### src/hw/rtl/aat_pkg.sv
`timescale 1ns / 1ps

package aat_pkg;

  // Default coordinate width, Q(W-16).16
  localparam int COORD_WIDTH_DEF = 32;
  localparam int FRAC_BITS       = 16;
  localparam int COEF_BITS       = 20;
  localparam int ROW_WIDTH       = 3 * COEF_BITS;

  // Configuration port
  localparam int CFG_WIDTH       = ROW_WIDTH;
  localparam int CFG_INDEX_WIDTH = 3;

  localparam logic [CFG_INDEX_WIDTH-1:0] CFG_ROW0    = 3'd0;
  localparam logic [CFG_INDEX_WIDTH-1:0] CFG_ROW1    = 3'd1;
  localparam logic [CFG_INDEX_WIDTH-1:0] CFG_ROW2    = 3'd2;
  localparam logic [CFG_INDEX_WIDTH-1:0] CFG_SHIFT_X = 3'd3;
  localparam logic [CFG_INDEX_WIDTH-1:0] CFG_SHIFT_Y = 3'd4;
  localparam logic [CFG_INDEX_WIDTH-1:0] CFG_SHIFT_Z = 3'd5;

  // Identity matrix rows after reset (1.0 in Q4.16 on the diagonal)
  localparam logic [ROW_WIDTH-1:0] ROW0_RESET = ROW_WIDTH'(1) << FRAC_BITS;
  localparam logic [ROW_WIDTH-1:0] ROW1_RESET = ROW_WIDTH'(1) << (FRAC_BITS + COEF_BITS);
  localparam logic [ROW_WIDTH-1:0] ROW2_RESET = ROW_WIDTH'(1) << (FRAC_BITS + 2 * COEF_BITS);

  typedef logic signed [COEF_BITS-1:0] coef_t;

endpackage

### src/hw/rtl/aat_sum_stage.sv
`timescale 1ns / 1ps

module aat_sum_stage
  import aat_pkg::*;
#(
  parameter int CW = COORD_WIDTH_DEF,
  localparam int PW = CW + 5,
  localparam int SW = CW + 7
) (
  input  logic                 clk,
  input  logic                 rst,
  input  logic                 valid_i,
  output logic                 ready_o,
  input  logic                 ready_i,
  output logic                 valid_o,
  input  logic signed [PW-1:0] pmin  [3][3],
  input  logic signed [PW-1:0] pmax  [3][3],
  input  logic signed [CW-1:0] shift [3],
  output logic signed [SW-1:0] mn    [3],
  output logic signed [SW-1:0] mx    [3]
);

  logic signed [SW-1:0] mn_next [3];
  logic signed [SW-1:0] mx_next [3];

  assign ready_o = !valid_o || ready_i;

  // Per output axis: translation plus the three row terms
  always_comb begin
    for (int j = 0; j < 3; j++) begin
      mn_next[j] = {{(SW-CW){shift[j][CW-1]}}, shift[j]};
      mx_next[j] = {{(SW-CW){shift[j][CW-1]}}, shift[j]};
      for (int a = 0; a < 3; a++) begin
        mn_next[j] = mn_next[j] + {{(SW-PW){pmin[a][j][PW-1]}}, pmin[a][j]};
        mx_next[j] = mx_next[j] + {{(SW-PW){pmax[a][j][PW-1]}}, pmax[a][j]};
      end
    end
  end

  always_ff @(posedge clk) begin
    if (rst) begin
      valid_o <= 1'b0;
    end else if (ready_o) begin
      valid_o <= valid_i;
    end
  end

  always_ff @(posedge clk) begin
    if (ready_o && valid_i) begin
      mn <= mn_next;
      mx <= mx_next;
    end
  end

endmodule

### config.mk
export PLATFORM = sky130hd
export DESIGN_NAME = aat_sum_stage
export DESIGN_NICKNAME = d
export VERILOG_FILES = /design/src/hw/rtl/aat_pkg.sv /design/src/hw/rtl/aat_sum_stage.sv
export SDC_FILE = /design/constraint.sdc
export NUM_CORES = 1
export LEC_CHECK = 0
export ABC_AREA = 1
export BUFFER_PORTS_ARGS = -buffer_cell sky130_fd_sc_hd__buf_2
export CAP_MARGIN = 20
export CORE_AREA = 2 2 393 395
export CTS_CLUSTER_SIZE = 12
export DETAILED_ROUTE_END_ITERATION = 16
export DIE_AREA = 0 0 395 397
export GPL_ROUTABILITY_DRIVEN = 0
export PLACE_DENSITY_LB_ADDON = 0.05
export SYNTH_ARGS = -nofsm -noshare
export SYNTH_HDL_FRONTEND = slang
export SYNTH_SLANG_ARGS = --single-unit
### constraint.sdc
create_clock -name clk -period 17.65 [get_ports clk]
set_input_delay 3.53 -clock clk [delete_from_list [all_inputs] [get_ports clk]]
set_output_delay 3.53 -clock clk [all_outputs]
set_load 0.01 [all_outputs]
== After elaboration in Yosys (flattened, before gate mapping) ==
Cells that the tools add are included.

* Flip-flop bits (word level): 235
* Output and inout port bits: 236

* Add/sub/neg operators: 18
* Reductions and logical operators: 3

{| class="wikitable"
|+ Operators by type and width
! kind !! count
|-
| adder 38 x 37 -> 39 bit || 6
|-
| adder 39 bit || 6
|-
| adder 32 x 37 -> 38 bit || 6
|-
| logical AND 1 bit || 1
|-
| logical NOT 1 bit || 1
|-
| logical OR 1 bit || 1
|}

== Longest topological paths before layout ==
* Word-level depth: 3
* Mapped depth: 18
* Mapped depth without buffers: 18

== Worst setup path before layout ==
OpenSTA, ideal clock, no wires.

* Kind: in2reg
* Start point: input port valid_i
* End point: register mn[0] (netlist name) (enable)
* Setup time: 0.906 ns
* Arrival time: 14.797 ns
* Setup slack: 1.947 ns
* Stages on the path: 2
* Cells stage by stage: inv_1 -> a21oi_1

* Longest elaborated chain between the ends: 1

{| class="wikitable"
|+ RTL lines
! element !! RTL line !! source
|-
| from (decl) || aat_sum_stage.sv:12 || <nowiki>input logic valid_i,</nowiki>
|-
| logical AND 1 bit || aat_sum_stage.sv:49 || <nowiki>if (ready_o && valid_i) begin</nowiki>
|-
| to (signal assigned) || aat_sum_stage.sv:50 || <nowiki>mn <= mn_next;</nowiki>
|-
| to (decl) || aat_sum_stage.sv:19 || <nowiki>output logic signed [SW-1:0] mn [3],</nowiki>
|}

Every way passes these cells.
A chain may end at the register's enable or synchronous reset.

== Worst setup path after layout ==
* Start point: input port ready_i
* End point: output port ready_o

* Longest elaborated chain between the ends: 1

{| class="wikitable"
|+ RTL lines
! element !! RTL line !! source
|-
| from (decl) || aat_sum_stage.sv:14 || <nowiki>input logic ready_i,</nowiki>
|-
| logical OR 1 bit || aat_sum_stage.sv:26 || <nowiki>assign ready_o = !valid_o || ready_i;</nowiki>
|-
| to (decl) || aat_sum_stage.sv:13 || <nowiki>output logic ready_o,</nowiki>
|}

Every way passes these cells.

==> results_dict.tcl <==
set metrics [dict create \
    clock_skew_ns 0.0141 \
    worstHoldStart "valid_o" \
    fin_hold_ws_ns 0.533 \
    synth_cells 5135 \
    core_area_um2 153000 \
    worstPathArrival_ns 3.94 \
    min_period_ns 7.47 \
    final_hold_viol_count 0 \
    hold_depth 2 \
    endpoint_kind "primary output" \
    post_cts_resized 0 \
    yosysWarnings 0 \
    p_clk_share_pct 15.2 \
    crit_type "in -> out" \
    ir_drop_v 0.0000687 \
    setup_violations 0 \
    p_leak_nw 26.8 \
    outcome "finished, final reports clean" \
    grt_overflow 0 \
    area_growth_pct 24.5 \
    htreeDepth 2 \
    drive_gt1_share_pct 18.3 \
    regToRegSetupSlack_ns 15.01 \
    synth_fp_nets 6579 \
    postCtsSetupBuffers 0 \
    drt-initial-drc-count 1621 \
    p_comb_share_pct 65.5 \
    antenna_found_initial 13 \
    ant_nets 0 \
    worst_skew_pair.late_latency_ns 0.61 \
    p_int_mw 2.65 \
    whs_endpoint "valid_o" \
    power_frac_seq_pct 19.3 \
    r2r_cells 3 \
    dp.cells 8183 \
    ctsHoldBuffers 0 \
    syn_area_um2 36500 \
    drtPass1Iterations 6 \
    numPortBuffers 1001 \
    maxSlewViolCount 0 \
    fp-row-count 144 \
    initial_utilization_pct 23.8 \
    synth_cell_types 27 \
    wl_per_cell_um 18.8 \
    worst_slew_pin_slew_ns 1.03 \
    hp-class "reg -> reg" \
    rsz0062_at_grt "false" \
    grt_usage_pct 19.6 \
    nets 7624 \
    root_buffer "clkbuf_16" \
    viasPerCell 4.05 \
    layout_setup_ws_ns 10.18 \
    grt_pass1_vias 35000 \
    cts_made_buffers 39 \
    ys_seq_area_share_pct 19.3 \
    grt_pass1_wl_mm 224 \
    wl_mm 156 \
    crit_required_ns 14.12 \
    clk_path_buf_depth 3 \
    relSlewSlack_pct 31.7 \
    die_y_um 397 \
    die_w_um 395 \
    drv_cap 0 \
    fill_cells 17300 \
    die_area_um2 157000 \
    vias 33400 \
    min_period_over_period_pct 42.3 \
    syn_area_per_cell_um2 7.10 \
    use_met2_pct 34.7 \
    cellPowerDensity_nw_per_um2 120 \
    fin_setup_tns_ns 0 \
    cts_tree "yes" \
    r2r-end "mn[95]" \
    r2r_start "valid_o" \
    grt_max_degree 124 \
    fin_cells 8256 \
    grt.met1_usage_pct 24.9 \
    met3_usage_pct 3.44 \
    fmax_mhz 134 \
    io-pin-count 1002 \
    busiest_layer "met2" \
    power.switching_mw 2.81 \
    drc 0 \
    clock-sinks 235 \
    path_max_fanout 2 \
    start_kind "input pin" \
    switching_share_pct 51.5 \
    clk_pin_slew_ns 0.06 \
    synth.ff_latch_count 235 \
    hpwl_mm 142 \
    dp_slack_ns 10.17 \
]
==> registers in the layout (all words and copies together), names as in the netlist <==
| signal | flops |
|---|---|
| mn | 117 |
| valid_o | 1 |
| mx | 117 |
==> per-layer routing <==
| metal | wire length (µm) | vias to the layer above |
|---|---|---|
| li1 | - | 16900 |
| met3 | 8130 | 104 |
| met2 | 76900 | 798 |
| met1 | 67600 | 15600 |
| met5 | 59 | - |
| met4 | 2850 | 10 |
==> critical path, cell delays in order <==
cell and delay (ns):
buf_2 0.10, inv_1 0.10, nand2_1 0.08, buf_2 0.14
==> per-stage QoR <==
stage                     total power, mW  instance area, µm²  utilization [%]
after floorplan                      3.25               36500                -
after detailed placement             4.70               44100             28.8
after CTS                            5.58               45400             29.7
after global placement               4.72               44100             28.8
final                                5.46               45400             29.7
after global routing                 6.00               45400             29.7
==> how the worst max path moves through the flow <==
stage,from,to,cells after the start
after floorplan,valid_i,mn[0],2
after global placement,ready_i,ready_o,4
after detailed placement,ready_i,ready_o,4
after CTS,ready_i,ready_o,4
after global routing,ready_i,ready_o,4
final,ready_i,ready_o,4
==> cell type report <==
| type | count | area (µm²) | share of cell area (%) |
|---|---|---|---|
| multi-input cells | 3115 | 22700 | 50.1 |
| flip-flops and latches | 235 | 7050 | 15.5 |
| inverters | 1785 | 6700 | 14.8 |
| repair buffers | 1004 | 5040 | 11.1 |
| well taps | 2044 | 2560 | 5.63 |
| clock buffers | 44 | 1020 | 2.24 |
| clock inverters | 25 | 285 | 0.628 |
| diodes | 4 | 10.0 | 0.0220 |
==> cell usage after synthesis (all sizes together) <==
library cell / instances / area, µm²
a21o: 1 / 7.51
a21oi: 188 / 941
a31oi: 18 / 113
and2: 7 / 46.3
dfxtp: 1 / 20.0
edfxtp: 234 / 7030
fa: 450 / 9010
ha: 228 / 2850
inv: 1785 / 6700
nand2: 1405 / 5340
nand2b: 6 / 37.5
nand3: 173 / 1000
nand3b: 7 / 52.6
nand4: 6 / 37.5
nor2: 320 / 1250
nor3: 68 / 340
o21ai: 93 / 465
o21bai: 18 / 135
or2: 1 / 6.26
xnor2: 25 / 219
xor2: 101 / 885
==> placed cells by master, fill, tap and decap left out, types with 93 or more instances in the layout <==
cell type,instances
fa_1,450
edfxtp_1,234
o21ai_0,93
nor2_1,308
xor2_1,101
a21oi_1,187
nand2_1,1380
buf_2,1001
ha_1,228
nand3_1,146
inv_1,1783
==> power groups by stage <==
| stage | logic [mW] | clock network, mW | registers (mW) |
|---|---|---|---|
| after floorplan | 2.08 | 0 | 1.16 |
| after detailed placement | 3.63 | 0 | 1.07 |
| after CTS | 3.65 | 0.869 | 1.06 |
| after global routing | 4.05 | 0.882 | 1.08 |
| final | 3.58 | 0.827 | 1.06 |
| after global placement | 3.65 | 0 | 1.07 |
==> logic make-up (layout without fill, tap and decap cells) <==
| group | Yosys count | count (layout) | share of synthesized area, % |
|---|---|---|---|
| XOR/XNOR | 126 | 126 | 3.02 |
| other | 0 | 4 | 0 |
| buffers and inverters | 1785 | 2858 | 18.4 |
| AND/OR/NAND/NOR | 1993 | 1993 | 22.2 |
| adder cells (fa/ha/maj) | 678 | 678 | 32.5 |
| flip-flops | 235 | 235 | 19.3 |
| AO/OA/AOI/OAI | 318 | 318 | 4.55 |
Note: power is estimated with default switching activity, not from simulation.
