<file path="config.mk">
export PLATFORM = sky130hd
export DESIGN_NAME = aat_corner_stage
export DESIGN_NICKNAME = d
export VERILOG_FILES = /design/src/hw/rtl/aat_pkg.sv /design/src/hw/rtl/aat_corner_stage.sv
export SDC_FILE = /design/constraint.sdc
export NUM_CORES = 1
export LEC_CHECK = 0
export BUFFER_PORTS_ARGS = -buffer_cell sky130_fd_sc_hd__buf_2
export CAP_MARGIN = 30
export CORE_MARGIN = 2
export CORE_UTILIZATION = 55
export CTS_CLUSTER_SIZE = 25
export DETAILED_ROUTE_END_ITERATION = 8
export PLACE_DENSITY = 0.81
export SETUP_SLACK_MARGIN = 0.2
export SLEW_MARGIN = 20
export SYNTH_ARGS = -nofsm -noshare
export SYNTH_HDL_FRONTEND = slang
export SYNTH_SLANG_ARGS = --single-unit
</file>
<file path="constraint.sdc">
create_clock -name clk -period 16.84 [get_ports clk]
set_clock_uncertainty 0.05 [all_clocks]
set_input_delay 5.052 -clock clk [delete_from_list [all_inputs] [get_ports clk]]
set_output_delay 5.052 -clock clk [all_outputs]
set_load 0.005 [all_outputs]
</file>
<file path="src/hw/rtl/aat_pkg.sv">
`timescale 1ns / 1ps

package aat_pkg;

  // Default coordinate width, Q(W-16).16
  localparam int COORD_WIDTH_DEF = 32;
  localparam int FRAC_BITS       = 16;
  localparam int COEF_BITS       = 20;
  localparam int ROW_WIDTH       = 3 * COEF_BITS;

  // Configuration port
  localparam int CFG_WIDTH       = ROW_WIDTH;
  localparam int CFG_INDEX_WIDTH = 3;

  localparam logic [CFG_INDEX_WIDTH-1:0] CFG_ROW0    = 3'd0;
  localparam logic [CFG_INDEX_WIDTH-1:0] CFG_ROW1    = 3'd1;
  localparam logic [CFG_INDEX_WIDTH-1:0] CFG_ROW2    = 3'd2;
  localparam logic [CFG_INDEX_WIDTH-1:0] CFG_SHIFT_X = 3'd3;
  localparam logic [CFG_INDEX_WIDTH-1:0] CFG_SHIFT_Y = 3'd4;
  localparam logic [CFG_INDEX_WIDTH-1:0] CFG_SHIFT_Z = 3'd5;

  // Identity matrix rows after reset (1.0 in Q4.16 on the diagonal)
  localparam logic [ROW_WIDTH-1:0] ROW0_RESET = ROW_WIDTH'(1) << FRAC_BITS;
  localparam logic [ROW_WIDTH-1:0] ROW1_RESET = ROW_WIDTH'(1) << (FRAC_BITS + COEF_BITS);
  localparam logic [ROW_WIDTH-1:0] ROW2_RESET = ROW_WIDTH'(1) << (FRAC_BITS + 2 * COEF_BITS);

  typedef logic signed [COEF_BITS-1:0] coef_t;

endpackage

</file>
<file path="src/hw/rtl/aat_corner_stage.sv">
`timescale 1ns / 1ps

module aat_corner_stage
  import aat_pkg::*;
#(
  parameter int CW = COORD_WIDTH_DEF
) (
  input  logic                 clk,
  input  logic                 rst,
  input  logic                 valid_i,
  output logic                 ready_o,
  input  logic                 ready_i,
  output logic                 valid_o,
  input  logic signed [CW-1:0] center [3],
  input  logic        [CW-2:0] half   [3],
  output logic signed [CW:0]   lo     [3],
  output logic signed [CW:0]   hi     [3]
);

  logic signed [CW:0] lo_next [3];
  logic signed [CW:0] hi_next [3];

  assign ready_o = !valid_o || ready_i;

  // Corner extremes per axis, one bit wider than a coordinate
  always_comb begin
    for (int a = 0; a < 3; a++) begin
      lo_next[a] = {center[a][CW-1], center[a]} - {2'b00, half[a]};
      hi_next[a] = {center[a][CW-1], center[a]} + {2'b00, half[a]};
    end
  end

  always_ff @(posedge clk) begin
    if (rst) begin
      valid_o <= 1'b0;
    end else if (ready_o) begin
      valid_o <= valid_i;
    end
  end

  always_ff @(posedge clk) begin
    if (ready_o && valid_i) begin
      lo <= lo_next;
      hi <= hi_next;
    end
  end

endmodule

</file>
# Word level (Yosys, flattened, before mapping)

Index checks and enable logic that the tools add are counted.

Register bits after elaboration: 199

$add $sub $neg: 6
Reductions and logical operators: 3

Operators by type and width:

| kind                         | count |
|---|---|
| adder 32 x 32 -> 33 bit      | 3 |
| subtractor 32 x 32 -> 33 bit | 3 |
| logical AND 1 bit            | 1 |
| logical NOT 1 bit            | 1 |
| logical OR 1 bit             | 1 |

# Depth between registers and ports, before layout

Gate-level depths: netlist of run 1.

Word-level depth: 3
Gate-level depth with buffers: 12
Mapped depth without buffers: 12

# Least setup slack after synthesis of run 1

Ideal clock, no wire load.

Path kind: in2out
Start point: input ready_i
End point: output ready_o
Arrival: 5204 ps
Setup slack: 6534 ps
Stages: 1
Buffers on the path: 0
Cell sequence: nand2b_1

Word-level cells in the longest chain between the ends: 1

Ends and longest elaborated chain:

| what               | RTL line               | text |
|---|---|---|
| start: declaration | aat_corner_stage.sv:12 | `input logic ready_i,` |
| logical OR 1 bit   | aat_corner_stage.sv:23 | `assign ready_o = !valid_o \|\| ready_i;` |
| end: declaration   | aat_corner_stage.sv:11 | `output logic ready_o,` |

Every way passes these cells.

# Worst setup path in the final report of run 1

Same ends and word-level chain as after synthesis.

==> results of run 1 <==
==> worst paths after layout <==
| check | from | endpoint | slack (ns) | cells past startpoint |
|---|---|---|---|---|
| worst max-delay path | ready_i | ready_o | 6.28 | 3 |
| worst min-delay path | valid_o$_SDFFE_PP0N_ | valid_o$_SDFFE_PP0N_ | 0.51 | 2 |
| worst max register to register | valid_o$_SDFFE_PP0N_ | hi[37]$_DFFE_PP_ | 13.82 | 5 |
| worst min register to register | valid_o$_SDFFE_PP0N_ | valid_o$_SDFFE_PP0N_ | 0.51 | 2 |
==> final cells by class <==
class	instances	area (µm²)
Sequential cell	196	5876
Multi-Input combinational cell	1291	9293
Inverter	189	709.4
Timing Repair Buffer	395	2004
Antenna cell	7	17.52
Tap cell	384	480.5
Fill cell	2319	9988
Clock inverter	12	130.1
Clock buffer	20	436.7
==> layer usage <==
metal	wire length, µm	part of all wire [%]	up-vias
met4	1339	3.0	10
met3	3368	7.6	85
met5	69	0.15	-
met1	18140	41	6666
met2	21610	49	631
li1	-	-	6914
==> state kept, by name, summed over array words and instances, names as in the netlist <==
register,cells
valid_o,1
lo,98
hi,97
==> cells in the mapped netlist, types with 4 or more instances <==
master,number
sky130_fd_sc_hd__edfxtp_1,195
sky130_fd_sc_hd__ha_1,186
sky130_fd_sc_hd__inv_1,183
sky130_fd_sc_hd__nor2_1,170
sky130_fd_sc_hd__a21oi_1,165
sky130_fd_sc_hd__xnor2_1,134
sky130_fd_sc_hd__o21ai_0,92
sky130_fd_sc_hd__nand2_1,72
sky130_fd_sc_hd__nor3_1,44
sky130_fd_sc_hd__o21bai_1,38
sky130_fd_sc_hd__clkbuf_1,36
sky130_fd_sc_hd__nor2b_1,28
sky130_fd_sc_hd__nand3_1,27
sky130_fd_sc_hd__a21o_1,26
sky130_fd_sc_hd__xor2_1,24
sky130_fd_sc_hd__nand2b_1,18
sky130_fd_sc_hd__o21a_1,18
sky130_fd_sc_hd__and3_1,14
sky130_fd_sc_hd__nand4_1,14
sky130_fd_sc_hd__nor4_1,14
sky130_fd_sc_hd__o31ai_1,14
sky130_fd_sc_hd__a211oi_1,13
sky130_fd_sc_hd__o211ai_1,12
sky130_fd_sc_hd__a31oi_1,10
sky130_fd_sc_hd__or3_1,10
sky130_fd_sc_hd__and2_1,9
sky130_fd_sc_hd__buf_2,9
sky130_fd_sc_hd__a311oi_1,8
sky130_fd_sc_hd__clkbuf_8,8
sky130_fd_sc_hd__o21ai_1,7
sky130_fd_sc_hd__fa_1,6
sky130_fd_sc_hd__or2_2,6
sky130_fd_sc_hd__a2111oi_0,5
sky130_fd_sc_hd__a21boi_0,5
sky130_fd_sc_hd__buf_4,5
sky130_fd_sc_hd__clkinv_1,5
sky130_fd_sc_hd__o31a_1,5
sky130_fd_sc_hd__clkbuf_2,4
sky130_fd_sc_hd__nor3b_1,4
sky130_fd_sc_hd__o2111ai_1,4
sky130_fd_sc_hd__o21ba_2,4
sky130_fd_sc_hd__o41ai_1,4
sky130_fd_sc_hd__o41ai_2,4
==> power breakdown <==
| group | switching (µW) | internal (µW) | total, µW | leakage, µW |
|---|---|---|---|---|
| logic | 308 | 217 | 525 | 0.00625 |
| clock network | 187 | 219 | 407 | 0.000265 |
| registers | 16.2 | 628 | 644 | 0.00189 |
| total | 512 | 1060 | 1580 | 0.00841 |
==> worst register-to-register path, stage by stage, from the launching register on <==
cell and delay, ns:
sky130_fd_sc_hd__dfxtp_1 0.32, sky130_fd_sc_hd__nand2b_1 0.11, sky130_fd_sc_hd__and2_4 0.60, sky130_fd_sc_hd__buf_4 0.75
sky130_fd_sc_hd__buf_4 0.48, sky130_fd_sc_hd__buf_16 0.32
==> cells by family after synthesis <==
family                   count (synthesis)
AND/OR/NAND/NOR                        448
flip-flops                             196
XOR/XNOR                               158
AO/OA/AOI/OAI                          493
adder cells (fa/ha/maj)                192
buffers and inverters                  257
==> per-stage QoR <==
stage	setup slack, ns	power, µW	util [%]	cell area (µm²)	hold slack (ns)
finish	6.282	1576	65.48	18950	0.5079
global route	6.270	1656	65.44	18930	0.5212
CTS	6.288	1576	65.32	18900	0.4923
detailed placement	6.288	1170	63.37	18340	0.4825
global placement	6.306	1159	63.37	18340	0.4533
floorplan	6.534	998.7	-	16280	0.4725
==> cells in the final DEF, fill, tap and decap left out, types with 18 or more instances in the layout <==
master and n:
sky130_fd_sc_hd__nor2_1 170, sky130_fd_sc_hd__xnor2_1 134, sky130_fd_sc_hd__nor2b_1 28, sky130_fd_sc_hd__o21a_1 18, sky130_fd_sc_hd__o21ai_0 92, sky130_fd_sc_hd__nand2b_1 18, sky130_fd_sc_hd__a21o_1 26, sky130_fd_sc_hd__buf_2 392
sky130_fd_sc_hd__nand2_1 72, sky130_fd_sc_hd__ha_1 186, sky130_fd_sc_hd__nor3_1 44, sky130_fd_sc_hd__a21oi_1 165, sky130_fd_sc_hd__o21bai_1 38, sky130_fd_sc_hd__inv_1 183, sky130_fd_sc_hd__edfxtp_1 195, sky130_fd_sc_hd__nand3_1 27
sky130_fd_sc_hd__xor2_1 24
==> impl_metrics.json, run 1 <==
{
  "run_status": "finished, final reports clean",
  "cp_slowest_cell": "sky130_fd_sc_hd__nand2b_1",
  "max_freq_mhz": 94.71,
  "place_congestion": 0.9584,
  "relSlewSlack_pct": 45.62,
  "cp_num_buf_inv": 2,
  "final_cells": 2494,
  "grt_start_max_net_pins": 80,
  "route.detailed.wl_per_inst_um": 17.85,
  "static-leakage-power_uw": 0.008406,
  "worst-endpoint-required_ns": 11.74,
  "synth.yosys.warnings": 0,
  "setup_viol_count_final": 0,
  "netlist_top_cells_area": "sky130_fd_sc_hd__edfxtp_1 (36%), sky130_fd_sc_hd__ha_1 (14%), sky130_fd_sc_hd__xnor2_1 (7.2%), sky130_fd_sc_hd__a21oi_1 (5.1%), sky130_fd_sc_hd__inv_1 (4.2%)",
  "clockBufferDepth": 2,
  "max_cap_violations": 0,
  "antenna_found_initial": 12,
  "drcViolationCount": 0,
  "ys_dominant_reg_cell": "sky130_fd_sc_hd__edfxtp_1",
  "first_iter_violations": 1066,
  "globalRouteMet1Util_pct": 35.05,
  "chipHeight_um": 176.0,
  "met2_usage_pct": 48.45,
  "finalCritPeriodShare_pct": 62.70,
  "multiplexer_share_of_the_synthesized_area_pct": 0,
  "yosys.area.top_type_share_pct": 35.97,
  "rows": 62,
  "post_drt_via_cell_ratio": 5.736,
  "grt.overflow.total": 0,
  "clock_latency_ns": 0.43,
  "port_buffers": 392,
  "dpl.hpwl_um": 35670,
  "path_delay_family": "buffers and inverters",
  "synth_xor_area_share_pct": 8.500,
  "grt_setup_unrepaired": "false",
  "synth_area_leader_cell": "sky130_fd_sc_hd__edfxtp_1",
  "worstPathMaxFanout": 3,
  "final-hold-violation-count": 0,
  "route.antenna.remaining_nets": 0,
  "ordered_list_of_cells_on_the_worst_path": "buf_2 > nand2b_1 > buf_2",
  "layout_min_cycle_time_ns": 10.56,
  "worst_ep_arrival_time_ns": 5.46,
  "power_density_nw_per_um2": 83.17,
  "num_vias": 14310,
  "cpMostUsedCell": "sky130_fd_sc_hd__buf_2",
  "area_growth_syn_to_layout_pct": 16.39,
  "placedCellCount": 2454,
  "clk_pin_slew_ns": 0.07,
  "cts_tree": "built",
  "htree_levels": 4,
  "adder_and_majority_cell_fraction_of_the_synthesized_area_pct": 15.03,
  "busiest_layer": "met2",
  "worst_hold_path_type": "flop to flop",
  "global_route.usage.total_pct": 28.06,
  "chipWidth_um": 176.0,
  "synth_edf_count": 195,
  "ctsHoldBuffers": 0,
  "crit_path_category": "primary input to primary output",
  "proportion_of_synthesized_flip_flops_having_asynchronous_set_or_reset_pct": 0,
  "finalNetCount": 2475,
  "post_synth_instance_area_um2": 16280,
  "num_io_pins": 393,
  "root_driver": "sky130_fd_sc_hd__clkbuf_16",
  "drt_pass1_iterations": 5,
  "cts_post_setup_buffers_inserted": 0,
  "timing.setup.tns_ns": 0,
  "drive_above_1_share_pct": 22.21,
  "synth.yosys.seq_area_share_pct": 36.09,
  "number_of_sinks_on_the_clock_net": 196,
  "critical-path-max-stage-delay_ns": 0.16,
  "max-vdd-ir-drop_v": 0.00006719,
  "cts_inserted_buffers": 17,
  "synth-compound-area-share_pct": 20.22,
  "worst_slew_pin_slew_ns": 0.8158,
  "setup.worst_path.end_class": "primary output",
  "route.final.wire_length_um": 44530,
  "initial_utilization_pct": 56.26,
  "core_area_um2": 28940,
  "synth.distinct_cells": 98,
  "grt_pass1_wl_um": 69010,
  "grtUsageMet3_pct": 5.556,
  "die-area_um2": 30990,
  "postSynthRegisterBits": 196,
  "critical_path.startpoint_type": "primary input",
  "cts-resized-gates": 0,
  "syn_nets": 2129,
  "synthCells": 1744,
  "synth-simple-area-share_pct": 13.31,
  "final-max-slew-violation-count": 0,
  "syn_area_per_cell_um2": 9.334,
  "main_combinational_cell_family_by_area_after_synthesis": "compound AO/OA/AOI/OAI gates",
  "vias_in_the_first_global_route": 13550
}
(Power assumes the default switching activity.)
==> run 2, diff against run 1 <==
- clock period: 16.84 -> 9.98 ns (I/O delays scaled with it)
==> impl_metrics.json, run 2 (synthesized netlist as in run 1, its figures left out) <==
{
  "run_status": "finished, final reports clean",
  "drt_pass1_iterations": 7,
  "final_cells": 2494,
  "static-leakage-power_uw": 0.008402,
  "top_register_by_number_of_flip_flops": "lo",
  "worst_slew_pin_slew_ns": 1.069,
  "initial_utilization_pct": 56.26,
  "crit_path_category": "primary input to primary output",
  "port_buffers": 392,
  "grt.overflow.total": 0,
  "cts_tree": "built",
  "path_delay_family": "buffers and inverters",
  "worstPathMaxFanout": 3,
  "finalCritPeriodShare_pct": 64.37,
  "place_congestion": 0.9652,
  "chipWidth_um": 176.0,
  "endpoint": "ready_o",
  "grt_pass1_wl_um": 70410,
  "commonest_cells_after_routing_fill_and_taps_aside": "sky130_fd_sc_hd__buf_2 (392), sky130_fd_sc_hd__edfxtp_1 (195), sky130_fd_sc_hd__ha_1 (186), sky130_fd_sc_hd__inv_1 (183), sky130_fd_sc_hd__nor2_1 (170)",
  "max_cap_violations": 0,
  "ordered_list_of_cells_on_the_worst_path": "buf_2 > nand2b_1 > buf_2",
  "worst_ep_arrival_time_ns": 3.38,
  "grt_start_max_net_pins": 196,
  "number_of_flip_flops_in_the_largest_register": 98,
  "rrSetupSlack_ns": 8.07,
  "cp_num_buf_inv": 2,
  "cpMostUsedCell": "sky130_fd_sc_hd__buf_2",
  "critPathLaunch": "ready_i",
  "htree_levels": 4,
  "die-area_um2": 30990,
  "num-fill-cells": 2363,
  "drive_above_1_share_pct": 22.10,
  "final-hold-violation-count": 0,
  "dpl.hpwl_um": 36170,
  "crit_cells": 3,
  "critical_path.reg2reg.startpoint": "valid_o$_SDFFE_PP0N_",
  "worst_hold_path_type": "flop to flop",
  "critical_path.startpoint_type": "primary input",
  "final_common_cell": "sky130_fd_sc_hd__buf_2",
  "area_growth_syn_to_layout_pct": 16.26,
  "cp_slowest_cell": "sky130_fd_sc_hd__nand2b_1",
  "layout_top_registers": "lo: 98 flops, hi: 97 flops, valid_o: 1 flops",
  "num_vias": 14470,
  "timing.setup.tns_ns": 0,
  "setup.worst_path.end_class": "primary output",
  "clockBufferDepth": 2,
  "root_driver": "sky130_fd_sc_hd__clkbuf_16",
  "finalNetCount": 2473,
  "hold_path_depth": 2,
  "final-max-slew-violation-count": 0,
  "core_area_um2": 28940,
  "ctsHoldBuffers": 0,
  "critical-path-max-stage-delay_ns": 0.16,
  "post_drt_via_cell_ratio": 5.802,
  "route.final.wire_length_um": 45780,
  "max_freq_mhz": 155.7,
  "rows": 62,
  "num_io_pins": 393,
  "number_of_sinks_on_the_clock_net": 196,
  "power_density_nw_per_um2": 140.7,
  "antenna_found_initial": 16,
  "finalCoreUtilization_pct": 65.41,
  "layout_min_cycle_time_ns": 6.424,
  "first_iter_violations": 1352,
  "setup_viol_count_final": 0,
  "worst-endpoint-required_ns": 6.94,
  "relSlewSlack_pct": 28.77,
  "cts-resized-gates": 0,
  "grt_setup_unrepaired": "false",
  "placedCellCount": 2453,
  "r2r_end": "hi[60]$_DFFE_PP_",
  "clk_pin_slew_ns": 0.07,
  "max-vdd-ir-drop_v": 0.0001144,
  "chipHeight_um": 176.0,
  "drcViolationCount": 0,
  "worst-r2r-cell-count": 3,
  "cts_post_setup_buffers_inserted": 0,
  "vias_in_the_first_global_route": 13810,
  "route.detailed.wl_per_inst_um": 18.36,
  "clock_latency_ns": 0.44,
  "cts_inserted_buffers": 17,
  "route.antenna.remaining_nets": 0,
  "global_route.usage.total_pct": 28.63
}
-- run 2: cell count changes in the layout (fill, tap and decap cells not counted), sizes merged --
cell,previous run,this run
buf,395,393
clkbuf,20,18
clkinvlp,4,1
diode,7,10
clkinv,9,11
inv,186,188
-- run 2: tightest hold or removal path: stages (launching register included) --
cell and delay, ns:
sky130_fd_sc_hd__dfxtp_1 0.32, sky130_fd_sc_hd__nand2b_1 0.10, sky130_fd_sc_hd__a21oi_1 0.07
-- run 2: metrics by stage --
stage / setup slack, ns / cell area [µm²] / power, µW / hold slack (ns)
detailed placement: 3.546 / 18340 / 1980 / 0.4651
floorplan: 1.741 / 16280 / 1685 / 0.4725
global placement: 3.563 / 18340 / 1958 / 0.4515
finish: 3.556 / 18930 / 2663 / 0.4852
CTS: 3.558 / 18900 / 2664 / 0.4751
global route: 3.531 / 18910 / 2792 / 0.5182
-- run 2: worst min-delay path by stage --
stage	startpoint	end	slack (ns)
after detailed placement	valid_o$_SDFFE_PP0N_	valid_o$_SDFFE_PP0N_	0.47
after CTS	valid_o$_SDFFE_PP0N_	valid_o$_SDFFE_PP0N_	0.48
after floorplan	valid_o$_SDFFE_PP0N_	valid_o$_SDFFE_PP0N_	0.47
after global placement	valid_o$_SDFFE_PP0N_	valid_o$_SDFFE_PP0N_	0.45
after global routing	valid_o$_SDFFE_PP0N_	valid_o$_SDFFE_PP0N_	0.52
final	valid_o$_SDFFE_PP0N_	valid_o$_SDFFE_PP0N_	0.49
-- run 2: per-layer routing --
layer | up-vias | track usage (%) | part of all wire, %
li1 | 6917 | - | -
met1 | 6781 | 34.81 | 40
met2 | 646 | 50.16 | 48
met3 | 115 | 5.642 | 7.7
met4 | 12 | 10.85 | 3.6
met5 | - | 0 | 0.18
-- run 2: layout make-up --
class / count / area [µm²] / area share (%)
Antenna cell: 10 / 25.02 / 0.1322
Clock buffer: 18 / 429.2 / 2.267
Clock inverter: 13 / 132.6 / 0.7007
Inverter: 189 / 709.4 / 3.748
Multi-Input combinational cell: 1291 / 9293 / 49.10
Sequential cell: 196 / 5876 / 31.04
Tap cell: 384 / 480.5 / 2.539
Timing Repair Buffer: 393 / 1982 / 10.47
-- run 2: where the power goes --
group / internal, µW / switching [µW]
sequential: 1060 / 28.2
combinational: 366 / 525
clock: 368 / 315
