**config.mk**
```make
export PLATFORM = sky130hd
export DESIGN_NAME = aat_output_stage
export DESIGN_NICKNAME = d
export VERILOG_FILES = /design/src/hw/rtl/aat_pkg.sv /design/src/hw/rtl/aat_output_stage.sv
export SDC_FILE = /design/constraint.sdc
export NUM_CORES = 1
export LEC_CHECK = 0
export ABC_CLOCK_PERIOD_IN_PS = 7740
export BUFFER_PORTS_ARGS = -buffer_cell sky130_fd_sc_hd__buf_2
export CAP_MARGIN = 0
export CORE_UTILIZATION = 35
export CTS_CLUSTER_DIAMETER = 30
export DETAILED_ROUTE_END_ITERATION = 7
export GPL_TIMING_DRIVEN = 0
export SLEW_MARGIN = 10
export SYNTH_ARGS = -nofsm -noshare
export SYNTH_HDL_FRONTEND = slang
export SYNTH_SLANG_ARGS = --single-unit
```
**constraint.sdc**
```tcl
create_clock -name clk -period 7.74 [get_ports clk]
set_input_delay 1.161 -clock clk [delete_from_list [all_inputs] [get_ports clk]]
set_output_delay 1.161 -clock clk [all_outputs]
set_load 0.01 [all_outputs]
```
**src/hw/rtl/aat_pkg.sv**
```systemverilog
`timescale 1ns / 1ps

package aat_pkg;

  // Default coordinate width, Q(W-16).16
  localparam int COORD_WIDTH_DEF = 32;
  localparam int FRAC_BITS       = 16;
  localparam int COEF_BITS       = 20;
  localparam int ROW_WIDTH       = 3 * COEF_BITS;

  // Configuration port
  localparam int CFG_WIDTH       = ROW_WIDTH;
  localparam int CFG_INDEX_WIDTH = 3;

  localparam logic [CFG_INDEX_WIDTH-1:0] CFG_ROW0    = 3'd0;
  localparam logic [CFG_INDEX_WIDTH-1:0] CFG_ROW1    = 3'd1;
  localparam logic [CFG_INDEX_WIDTH-1:0] CFG_ROW2    = 3'd2;
  localparam logic [CFG_INDEX_WIDTH-1:0] CFG_SHIFT_X = 3'd3;
  localparam logic [CFG_INDEX_WIDTH-1:0] CFG_SHIFT_Y = 3'd4;
  localparam logic [CFG_INDEX_WIDTH-1:0] CFG_SHIFT_Z = 3'd5;

  // Identity matrix rows after reset (1.0 in Q4.16 on the diagonal)
  localparam logic [ROW_WIDTH-1:0] ROW0_RESET = ROW_WIDTH'(1) << FRAC_BITS;
  localparam logic [ROW_WIDTH-1:0] ROW1_RESET = ROW_WIDTH'(1) << (FRAC_BITS + COEF_BITS);
  localparam logic [ROW_WIDTH-1:0] ROW2_RESET = ROW_WIDTH'(1) << (FRAC_BITS + 2 * COEF_BITS);

  typedef logic signed [COEF_BITS-1:0] coef_t;

endpackage

```
**src/hw/rtl/aat_output_stage.sv**
```systemverilog
`timescale 1ns / 1ps

module aat_output_stage
  import aat_pkg::*;
#(
  parameter int CW = COORD_WIDTH_DEF,
  localparam int SW = CW + 7
) (
  input  logic                 clk,
  input  logic                 rst,
  input  logic                 valid_i,
  output logic                 ready_o,
  input  logic                 ready_i,
  output logic                 valid_o,
  input  logic signed [SW-1:0] mn     [3],
  input  logic signed [SW-1:0] mx     [3],
  output logic signed [CW-1:0] center [3],
  output logic        [CW-2:0] half   [3]
);

  localparam logic signed [SW-1:0] CMAX = {{(SW-CW+1){1'b0}}, {(CW-1){1'b1}}};
  localparam logic signed [SW-1:0] CMIN = {{(SW-CW+1){1'b1}}, {(CW-1){1'b0}}};

  logic signed [SW:0]   csum [3];
  logic signed [SW:0]   hdif [3];
  logic signed [SW-1:0] c    [3];
  logic signed [SW-1:0] h    [3];
  logic signed [CW-1:0] center_next [3];
  logic        [CW-2:0] half_next   [3];

  assign ready_o = !valid_o || ready_i;

  // Halve with floor, then saturate to the coordinate range
  always_comb begin
    for (int j = 0; j < 3; j++) begin
      csum[j] = {mn[j][SW-1], mn[j]} + {mx[j][SW-1], mx[j]};
      hdif[j] = {mx[j][SW-1], mx[j]} - {mn[j][SW-1], mn[j]};
      c[j]    = csum[j][SW:1];
      h[j]    = hdif[j][SW:1];
      if (c[j] > CMAX) begin
        center_next[j] = CMAX[CW-1:0];
      end else if (c[j] < CMIN) begin
        center_next[j] = CMIN[CW-1:0];
      end else begin
        center_next[j] = c[j][CW-1:0];
      end
      if (h[j] > CMAX) begin
        half_next[j] = CMAX[CW-2:0];
      end else begin
        half_next[j] = h[j][CW-2:0];
      end
    end
  end

  always_ff @(posedge clk) begin
    if (rst) begin
      valid_o <= 1'b0;
    end else if (ready_o) begin
      valid_o <= valid_i;
    end
  end

  always_ff @(posedge clk) begin
    if (ready_o && valid_i) begin
      center <= center_next;
      half   <= half_next;
    end
  end

endmodule
```
### Yosys cells after proc, flatten, opt, wreduce, memory -nomap -nowiden

Cells that the tools add are included.

* add/subtract/negate cells: 6
* order comparisons: 9
* multiplexer cells: 3
* reduce and logical (&&, ||, !) cells: 3

Operator list (count)
* > comparator 39 x 32 -> 1 bit, second input constant: 6
* adder 39 x 39 -> 40 bit: 3
* subtractor 39 x 39 -> 40 bit: 3
* < comparator 39 x 32 -> 1 bit, second input constant: 3
* 2-to-1 mux 32 bit: 3
* logical AND 1 bit: 1
* zero test 1 bit: 1
* logical OR 1 bit: 1

* bits in registers: 190
* input bits: 238

### Logic depth before layout (Yosys ltp)

Gate-level depths: netlist of run 1.

* depth in word-level cells: 3
* gate-level depth with buffers: 14

### Worst setup path after synthesis of run 1

Ideal clock, no wire load.

* path type: input to register
* from: input port ready_i
* to: register center[0] in the netlist's numbering, enable pin
* data arrival time: 5693 ps
* slack: 1474 ps
* stages: 2
* cell sequence: nand2b_1 > and2_1

* word-level cells in the longest chain between the ends: 2

RTL lines
* start, declared: RTL line aat_output_stage.sv:13 `input logic ready_i,`
* logical OR 1 bit: RTL line aat_output_stage.sv:31 `assign ready_o = !valid_o || ready_i;`
* logical AND 1 bit: RTL line aat_output_stage.sv:64 `if (ready_o && valid_i) begin`
* end signal, assigned: RTL line aat_output_stage.sv:65 `center <= center_next;`
* end, declared: RTL line aat_output_stage.sv:17 `output logic signed [CW-1:0] center [3],`

No other way between the ends.
A chain may end at the register's enable or synchronous reset.

### Worst setup path in the final report of run 1

* from: input port mn[6] in the netlist's numbering
* to: register center[25] in the netlist's numbering (data pin)

* word-level cells in the longest chain between the ends: 3

RTL lines
* start, declared: RTL line aat_output_stage.sv:15 `input logic signed [SW-1:0] mn [3],`
* adder 39 x 39 -> 40 bit (*): RTL line aat_output_stage.sv:36 `csum[j] = {mn[j][SW-1], mn[j]} + {mx[j][SW-1], mx[j]};`
* < comparator 39 x 32 -> 1 bit: RTL line aat_output_stage.sv:42 `end else if (c[j] < CMIN) begin`
* 2-to-1 mux 32 bit: RTL line aat_output_stage.sv:42

Mark *: on every way between the ends. The rest lies on a longest branch, timed or not.

==> impl_metrics.csv, run 1 <==
group,metric,value,unit
clock_tree,numCtsBuffers,17,
die,start_util,35.4,%
logic_synthesis,syn_inst,2526,
die,die_width,246,um
setup_path,setup.worst_path.class,"in2reg",
clock_tree,clock_path_buffers,2,
logic_synthesis,synth_fp_nets,2998,
global_route,grt-ovfl-total,0,
timing,fin_crit_sh,83.5,%
logic_synthesis,synth_cell_type_count,84,
timing,slew_viol_final,0,
place,hpwl,62.7,mm
global_route,antenna_found_initial,4,
cells_and_area,area_growth,18.1,%
clock_tree,root_buffer,"clkbuf_16",
cells_and_area,post-route-util,41.8,%
timing,hold_viol,0,
setup_path,startpoint_type,"input port",
die,rows,89,
timing,finalClockSkew,0.00663,ns
logic_synthesis,yosysSeqAreaShare,27.3,%
place,placed_area,24100,um2
routing,drc,0,
clock_tree,clk_latency,0.50,ns
routing,antenna_left,0,
routing,first_pass_iters,5,
routing,wl_per_cell,20.2,um
cells_and_area,drive_above_1_share,17.1,%
power,power_per_cell_area,163,nW/um2
min_path,hp-class,"reg2reg",
cells_and_area,nFillCells,6134,
global_route,grt_max_degree,59,
setup_path,path_max_fanout,10,
place,io_buffer_count,428,
clock_tree,cts_tree,"yes",
global_route,track_usage,24.3,%
place,gp_congestion,0.977,
logic_synthesis,synth_top_flop_cell,"edfxtp_1",
status,status,"finished, final reports clean",
timing,fmax,155,MHz
flow_run,drv_cap,0,
logic_synthesis,ys_ff_latch,190,
logic_synthesis,async_flop_share,0,%
timing,finalWorstPathRequiredPeriod,6.46,ns
timing,rsz0062_at_grt,"false",
setup_path,worst_setup_path_end_kind,"flop",
setup_path,arrival,6.62,ns
timing,whs,0.520,ns
global_route,grt_pass1_vias,19800,
clock_tree,post_cts_resized,0,
setup_path,critical_path_required,7.90,ns
clock_tree,cts_hold_buf,0,
cells_and_area,final_cell_area,24600,um2
routing,vias_per_cell,5.60,
die,die_h,246,um
clock_tree,cts.sinks,190,
logic_synthesis,synth_edf_count,189,
routing,wirelength,76.2,mm
routing,drtIter0Drc,1778,
logic_synthesis,synth_warnings,0,
power,cellLeakagePower,10.1,nW
clock_tree,cts.htree.levels,4,
power,ir_drop,0.179,mV
routing,dr_total_vias,21100,
timing,finalSetupViolCount,0,
clock_tree,cts_setup_buffers,0,
logic_synthesis,synth_area,20900,um2
die,pin_count,429,
die,core,58900,um2
cells_and_area,fin_nets,3449,
logic_synthesis,avgSynthCellArea,8.26,um2
timing,relSlewSlack,12.3,%
setup_path,ff2ff_setup_slack,5.95,ns
die,dieArea,60600,um2
timing,tightest_slew,1.30,ns
clock_tree,clk_pin_slew_worst_paths,0.08,ns
global_route,grt_pass1_wl,113,mm
==> routing by layer <==
layer | track usage [%] | vias up | wire length, um
met5 | 0 | - | 17
met4 | 7.54 | 2 | 1850
met3 | 4.75 | 106 | 5620
met2 | 38.3 | 811 | 34100
met1 | 33.3 | 10000 | 34500
li1 | - | 10100 | -
==> final cells by class <==
type                            count  area [um2]  share of cell area (%)
Timing Repair Buffer              432        2230                    9.05
Multi-Input combinational cell   1974       13800                    56.0
Clock buffer                       17         425                    1.73
Tap cell                          773         967                    3.92
Buffer                            129         495                    2.01
Inverter                          233         875                    3.55
Clock inverter                     15         154                   0.625
Sequential cell                   190        5700                    23.1
Antenna cell                        2        5.00                  0.0203
==> placed cells by master (no fill, tap or decap), types with 37 or more instances in the layout <==
cell type / netlist / layout
o21ai_0: 225 / 225
nor4_1: 50 / 50
a21o_1: 40 / 40
nor2_1: 173 / 173
xnor2_1: 174 / 174
edfxtp_1: 189 / 189
inv_1: 229 / 229
nand2b_1: 79 / 79
a21oi_1: 232 / 232
nand2_1: 121 / 121
clkbuf_1: 110 / 110
nor3_1: 48 / 48
o31ai_1: 57 / 57
nor2b_1: 37 / 37
nand3_1: 37 / 37
buf_2: 9 / 438
ha_1: 228 / 228
==> power breakdown <==
group | switching, mW | total (mW) | internal (mW)
sequential | 0.0315 | 1.31 | 1.28
clock | 0.471 | 0.926 | 0.455
combinational | 1.14 | 1.78 | 0.645
total | 1.64 | 4.02 | 2.38
==> state kept, by name, indices dropped and copies added, names as in the netlist <==
name,count
half,93
center,96
valid_o,1
==> synth_stat cells (28+ instances only) <==
cell      instances  share of area (%)
a21o_1           40                1.4
a21oi_1         232                5.6
clkbuf_1        110                2.0
edfxtp_1        189                 27
ha_1            228                 14
inv_1           229                4.1
nand2_1         121                2.2
nand2b_1         79                2.4
nand3_1          37               0.89
nand4_1          30               0.90
nor2_1          173                3.1
nor2b_1          37                1.1
nor3_1           48                1.2
nor4_1           50                1.5
o21a_1           28                1.0
o21ai_0         225                5.4
o21bai_1         34                1.2
o31ai_1          57                2.1
xnor2_1         174                7.3
==> path summary, 6_finish.rpt <==
check	end	from	cells past startpoint
max	center[25]	mn[6]	15
min reg2reg	valid_o	valid_o	2
min	valid_o	valid_o	2
max reg2reg	center[92]	valid_o	4
==> worst max-delay path, stage by stage <==
cell and delay, ns:
buf_2 0.10, inv_1 0.04, ha_1 0.27, clkbuf_1 0.22, nor4_1 0.69, a22o_1 0.25, a31o_2 0.12, nor2_1 0.10
o41ai_2 0.82, a31oi_1 0.22, xnor2_1 0.22, or4_1 0.49, o41ai_2 1.05, clkbuf_1 0.54, o21ai_0 0.33
==> logic make-up after synthesis <==
logic type	share of synthesized area, %
AOI/OAI and AO/OA	26.7
xor gates and xnor gates	8.15
adders and majority gates	14.3
buffers and inverters	6.57
DFF	27.3
muxes	0.342
and+or+nand+nor	16.7
==> through the flow <==
| step | worst slack, ns | power, mW | cells | TNS (ns) |
|---|---|---|---|---|
| CTS | 1.39 | 4.03 | 3763 | 0 |
| detailed placement | 0.864 | 3.09 | 3731 | 0 |
| floorplan | 1.47 | 2.49 | 2526 | 0 |
| global placement | -0.710 | 3.11 | 3727 | -128.97 |
| global route | 1.00 | 4.25 | 3765 | 0 |
| finish | 1.28 | 4.02 | 3765 | 0 |
Power figures use the tool's default switching activity.
==> run 2, diff against run 1 <==
--- a/config.mk
+++ b/config.mk
@@ -5,7 +5,7 @@
 export SDC_FILE = /design/constraint.sdc
 export NUM_CORES = 1
 export LEC_CHECK = 0
-export ABC_CLOCK_PERIOD_IN_PS = 7740
+export ABC_CLOCK_PERIOD_IN_PS = 5400
 export BUFFER_PORTS_ARGS = -buffer_cell sky130_fd_sc_hd__buf_2
 export CAP_MARGIN = 0
 export CORE_UTILIZATION = 35
==> constraint.sdc (replaced) <==
create_clock -name clk -period 5.4 [get_ports clk]
set_input_delay 0.81 -clock clk [delete_from_list [all_inputs] [get_ports clk]]
set_output_delay 0.81 -clock clk [all_outputs]
set_load 0.01 [all_outputs]
==> run 2 against run 1 <==
Effect of this change: via count is 0.27% higher; global-route usage grew 0.15 points; count of clock-buffer cells in the layout unchanged; worst hold slack got worse by 0.079 ns; critical path type unchanged; highest routed layer is now met4.
==> impl_metrics.csv, run 2 (same netlist as run 1, synthesis figures left out) <==
group,metric,value,unit
die,start_util,35.4,%
clock_tree,cts.sinks,190,
cells_and_area,area_growth,18.6,%
routing,wirelength,76.3,mm
timing,fin_crit_sh,98.2,%
global_route,grt_max_degree,64,
setup_path,crit_chain,"buf_2 -> inv_1 -> ha_1 -> buf_2 -> or2_2 -> nor3_1 -> o2111ai_1 -> a31o_2 -> a211oi_2 -> o21ai_0 -> and3b_1 -> or4_1 -> o41ai_4 -> clkbuf_1 -> o21ai_0",
cells_and_area,final_cell_mix,"buf_2 (437), a21oi_1 (232), inv_1 (229)",
status,status,"finished, final reports clean",
cells_and_area,nFillCells,6103,
routing,wl_per_cell,20.3,um
power,cellLeakagePower,10.1,nW
clock_tree,clk_latency,0.52,ns
cells_and_area,largestRegisters,"center (96), half (93), valid_o (1)",
routing,drtIter0Drc,1730,
cells_and_area,final_common_cell,"buf_2",
global_route,grt-ovfl-total,0,
min_path,hp-class,"in2reg",
routing,drc,0,
global_route,antenna_found_initial,1,
timing,slew_viol_final,0,
timing,rsz0062_at_grt,"false",
setup_path,rr_worst_depth,4,
clock_tree,cts.htree.levels,4,
power,power_per_cell_area,236,nW/um2
setup_path,startpoint_type,"input port",
timing,relSlewSlack,27.3,%
timing,hold_viol,0,
global_route,grt_pass1_vias,19800,
clock_tree,clk_pin_slew_worst_paths,0.07,ns
global_route,track_usage,24.5,%
min_path,hold_path_depth,2,
place,hpwl,62.9,mm
cells_and_area,top_register,"center",
timing,finalSetupViolCount,0,
die,rows,89,
die,core,58900,um2
cells_and_area,fin_nets,3449,
clock_tree,clock_path_buffers,2,
place,io_buffer_count,428,
timing,fmax,189,MHz
routing,dr_total_vias,21200,
power,ir_drop,0.281,mV
flow_run,drv_cap,0,
cells_and_area,post-route-util,42.0,%
place,gp_congestion,0.969,
setup_path,path_max_fanout,10,
timing,tightest_slew,1.08,ns
setup_path,worst_setup_path_end_kind,"flop",
setup_path,crit_path_top_delay_cell,"o41ai_4",
routing,antenna_left,0,
routing,first_pass_iters,8,
die,pin_count,429,
setup_path,crit_path_max_incr_delay,0.59,ns
routing,vias_per_cell,5.62,
timing,finalClockSkew,0.0109,ns
die,dieArea,60600,um2
global_route,grt_pass1_wl,114,mm
timing,whs,0.442,ns
clock_tree,numCtsBuffers,17,
setup_path,setup.worst_path.class,"in2reg",
clock_tree,cts_tree,"yes",
clock_tree,root_buffer,"clkbuf_16",
setup_path,critical_path_required,5.61,ns
cells_and_area,largest_reg_flops,96,
die,die_h,246,um
setup_path,arrival,5.51,ns
timing,finalWorstPathRequiredPeriod,5.30,ns
cells_and_area,drive_above_1_share,17.5,%
die,die_width,246,um
## run 2: area by class of cell
type	instances	area (um2)	share of cell area, %
antenna	1	2.50	0.0101
buffer	129	497	2.01
clock buffer	17	425	1.72
clock inverter	15	179	0.723
inverter	233	875	3.53
multi-input combinational	1974	13900	56.1
sequential	190	5700	23.0
tap	773	967	3.91
timing repair buffer	432	2230	9.02
## run 2: metal layers
layer  GRT usage [%]  share of wire, %  vias to the layer above
met2            38.3                45                      798
li1                -                 -                    10100
met4            7.69               2.4                        0
met1            33.9                46                    10100
met5               0                 0                        -
met3            4.42               7.0                       89
## run 2: worst max-delay path, delay by kind of cell
kind	cells	cell delay, ns
buf+inv	4	0.81
simple gates	4	1.47
compound gates	6	2.09
fa+ha+maj	1	0.32
## run 2: path summary, 6_finish.rpt
| kind | startpoint | end | slack (ns) |
|---|---|---|---|
| setup reg to reg | valid_o | half[83] | 3.44 |
| setup / recovery | mn[18] | center[25] | 0.1 |
| hold reg to reg | valid_o | valid_o | 0.53 |
| hold / removal | rst | valid_o | 0.44 |
## run 2: per-stage QoR
step | cell area, um2 | setup slack (ns) | std cells | power (mW) | setup TNS, ns
after floorplan | 20900 | 1.12 | 2526 | 3.56 | 0
after global placement | 24000 | -1.36 | 3727 | 4.44 | -58.09
after detailed placement | 24100 | -1.00 | 3730 | 4.43 | -45.78
after CTS | 24700 | 0.0712 | 3762 | 5.83 | 0
after global routing | 24700 | 0.0198 | 3764 | 6.15 | 0
final | 24700 | 0.0968 | 3764 | 5.83 | 0
## run 2: repair_timing
| action | in CTS | in global routing |
|---|---|---|
| resized for setup | 5 | 9 |
| pin swaps | 0 | 2 |
| setup buffers | 0 | 1 |
| endpoints found under the setup margin | 33 | 79 |
| gates cloned | 0 | 0 |
| hold buffers | 0 | 0 |
## run 2: where the power goes
| part | total, mW | switching [mW] | internal, mW |
|---|---|---|---|
| registers | 1.88 | 0.0447 | 1.84 |
| clock network | 1.38 | 0.679 | 0.697 |
| logic | 2.57 | 1.64 | 0.929 |
| total | 5.83 | 2.37 | 3.47 |
==> run 3, diff against run 2 <==
--- a/config.mk
+++ b/config.mk
@@ -12,6 +12,7 @@
 export CTS_CLUSTER_DIAMETER = 30
 export DETAILED_ROUTE_END_ITERATION = 7
 export GPL_TIMING_DRIVEN = 0
+export REMOVE_ABC_BUFFERS = 1
 export SLEW_MARGIN = 10
 export SYNTH_ARGS = -nofsm -noshare
 export SYNTH_HDL_FRONTEND = slang
==> run 3 against run 2 <==
Effect of this change: global-route usage fell by 0.64 points; non-clock buffer count is 120 lower; design area decreased by 1.1%; die area unchanged; fmax increased by 4.0%; sequential share of layout area up 0.26 points; register-to-register slack improved by 0.06 ns; via count decreased by 1.5%; routed wire length fell by 1.8%; core utilization decreased by 0.46 points; cell count fell by 3.2%; critical path type unchanged; largest power group unchanged.
==> impl_metrics.csv, run 3 (same netlist as run 1, synthesis figures left out) <==
group,metric,value,unit
timing,finalSetupViolCount,0,
cells_and_area,largestRegisters,"center (96), half (93), valid_o (1)",
place,io_buffer_count,428,
global_route,antenna_found_initial,1,
power,ir_drop,0.262,mV
routing,drc,0,
timing,relSlewSlack,25.0,%
cells_and_area,largest_reg_flops,96,
clock_tree,cts.htree.levels,4,
power,cellLeakagePower,10.0,nW
global_route,grt-ovfl-total,0,
cells_and_area,final_cell_area,24500,um2
die,die_h,246,um
setup_path,startpoint_type,"input port",
global_route,grt_pass1_wl,113,mm
place,placed_area,23800,um2
cells_and_area,finalNonFillerCells,3643,
global_route,grt_pass1_vias,19900,
clock_tree,cts_tree,"yes",
die,dieArea,60600,um2
place,numPlacedInstances,3610,
status,status,"finished, final reports clean",
timing,finalWorstPathRequiredPeriod,5.10,ns
routing,wl_per_cell,20.6,um
setup_path,crit_path_top_delay_cell,"o31ai_1",
setup_path,critical_path_required,5.56,ns
cells_and_area,antennaDiodeCount,0,
routing,wirelength,74.9,mm
setup_path,critPathBufInv,3,
setup_path,worst_setup_path_end_kind,"flop",
setup_path,crit_chain,"buf_2 -> nand2b_1 -> inv_1 -> fa_1 -> nor2b_1 -> o221ai_1 -> a21oi_1 -> a41oi_1 -> o31ai_1 -> a31oi_1 -> a221oi_1 -> nand4_1 -> o31ai_4 -> buf_8 -> o21ai_0",
die,die_width,246,um
timing,finalClockSkew,0.0114,ns
cells_and_area,top_register,"center",
setup_path,setup.worst_path.class,"in2reg",
cells_and_area,final_cell_mix,"buf_2 (430), a21oi_1 (232), inv_1 (229)",
cells_and_area,area_growth,17.3,%
clock_tree,root_buffer,"clkbuf_16",
flow_run,drv_cap,0,
global_route,grt_max_degree,62,
power,power_per_cell_area,242,nW/um2
routing,drtIter0Drc,1677,
global_route,track_usage,23.9,%
timing,tightest_slew,1.10,ns
cells_and_area,drive_above_1_share,18.2,%
clock_tree,cts.sinks,190,
clock_tree,cts_hold_buf,0,
setup_path,crit_path_max_incr_delay,0.84,ns
routing,vias_per_cell,5.72,
routing,dr_total_vias,20800,
min_path,hp-class,"in2reg",
die,rows,89,
routing,first_pass_iters,6,
place,hpwl,60.2,mm
timing,fmax,196,MHz
cells_and_area,fin_nets,3329,
timing,fin_crit_sh,94.4,%
setup_path,arrival,5.26,ns
timing,slew_viol_final,0,
die,start_util,35.4,%
clock_tree,clk_latency,0.50,ns
cells_and_area,final_common_cell,"buf_2",
place,gp_congestion,0.992,
routing,antenna_left,0,
timing,rsz0062_at_grt,"false",
setup_path,path_delay_family,"compound AO/OA/AOI/OAI gates",
clock_tree,numCtsBuffers,17,
setup_path,path_max_fanout,16,
die,pin_count,429,
clock_tree,clk_pin_slew_worst_paths,0.07,ns
clock_tree,clock_path_buffers,2,
timing,hold_viol,0,
die,core,58900,um2
## run 3: changes by cell type in the layout (fill, tap and decap cells not counted), moves of 3 or more
| cell | previous run | this run |
|---|---|---|
| o31ai_2 | 4 | 1 |
| bufinv_16 | 2 | 5 |
| inv_6 | 1 | 5 |
| clkbuf_1 | 109 | 0 |
| buf_6 | 0 | 3 |
| inv_8 | 5 | 1 |
| clkinv_4 | 4 | 1 |
| buf_1 | 10 | 0 |
| buf_2 | 437 | 430 |
## run 3: worst paths after layout
path | from | to | slack, ns | cells past startpoint
worst max-delay path | mx[78] | half[78] | 0.30 | 15
worst min-delay path | rst | valid_o | 0.46 | 2
worst max register to register | valid_o | center[34] | 3.50 | 4
worst min register to register | valid_o | valid_o | 0.58 | 2
## run 3: what timing repair did
action,in CTS,in global routing
setup buffers,0,1
resized for setup,1,1
cloned,0,0
pin swaps,0,1
endpoints found under the setup margin,21,47
## run 3: cell type report
cell class,instances,area [um2]
Fill cell,6001,34400
Multi-Input combinational cell,1974,13900
Sequential cell,190,5700
Timing Repair Buffer,441,2360
Tap cell,773,967
Inverter,233,875
Clock buffer,17,425
Clock inverter,15,230
## run 3: power breakdown
group          internal, mW  total [mW]  leakage (nW)  switching [mW]
Clock                 0.829        1.48         0.319           0.647
Sequential             1.84        1.89          1.66          0.0469
Combinational         0.947        2.56          8.04            1.62
Total                  3.62        5.93          10.0            2.31
## run 3: layer usage
metal / track usage [%] / vias to the layer above / routed length [um]
li1: - / 9897 / -
met1: 32.0 / 10100 / 33600
met2: 38.4 / 770 / 34700
met3: 3.90 / 112 / 4420
met4: 8.48 / 0 / 2150
met5: 0 / - / 0
## run 3: worst reg2reg max path, cell delays in order, from the launching register on
cell and delay (ns):
dfxtp_1 0.33, nand2b_1 0.13, and2_4 0.39, buf_16 0.29
buf_16 0.36
## run 3: metrics by stage
stage	power (mW)	TNS, ns	hold WS, ns	setup WS (ns)	util [%]
6_report	5.93	0	0.459	0.302	41.5
5_1_grt	6.24	0	0.438	0.0889	41.5
4_1_cts	5.94	0	0.415	0.0795	41.5
3_5_place_dp	4.43	-27.65	0.583	-0.652	40.4
3_3_place_gp	4.40	-796.48	0.559	-3.14	39.8
2_1_floorplan	3.54	-97.26	0.593	-0.515	-
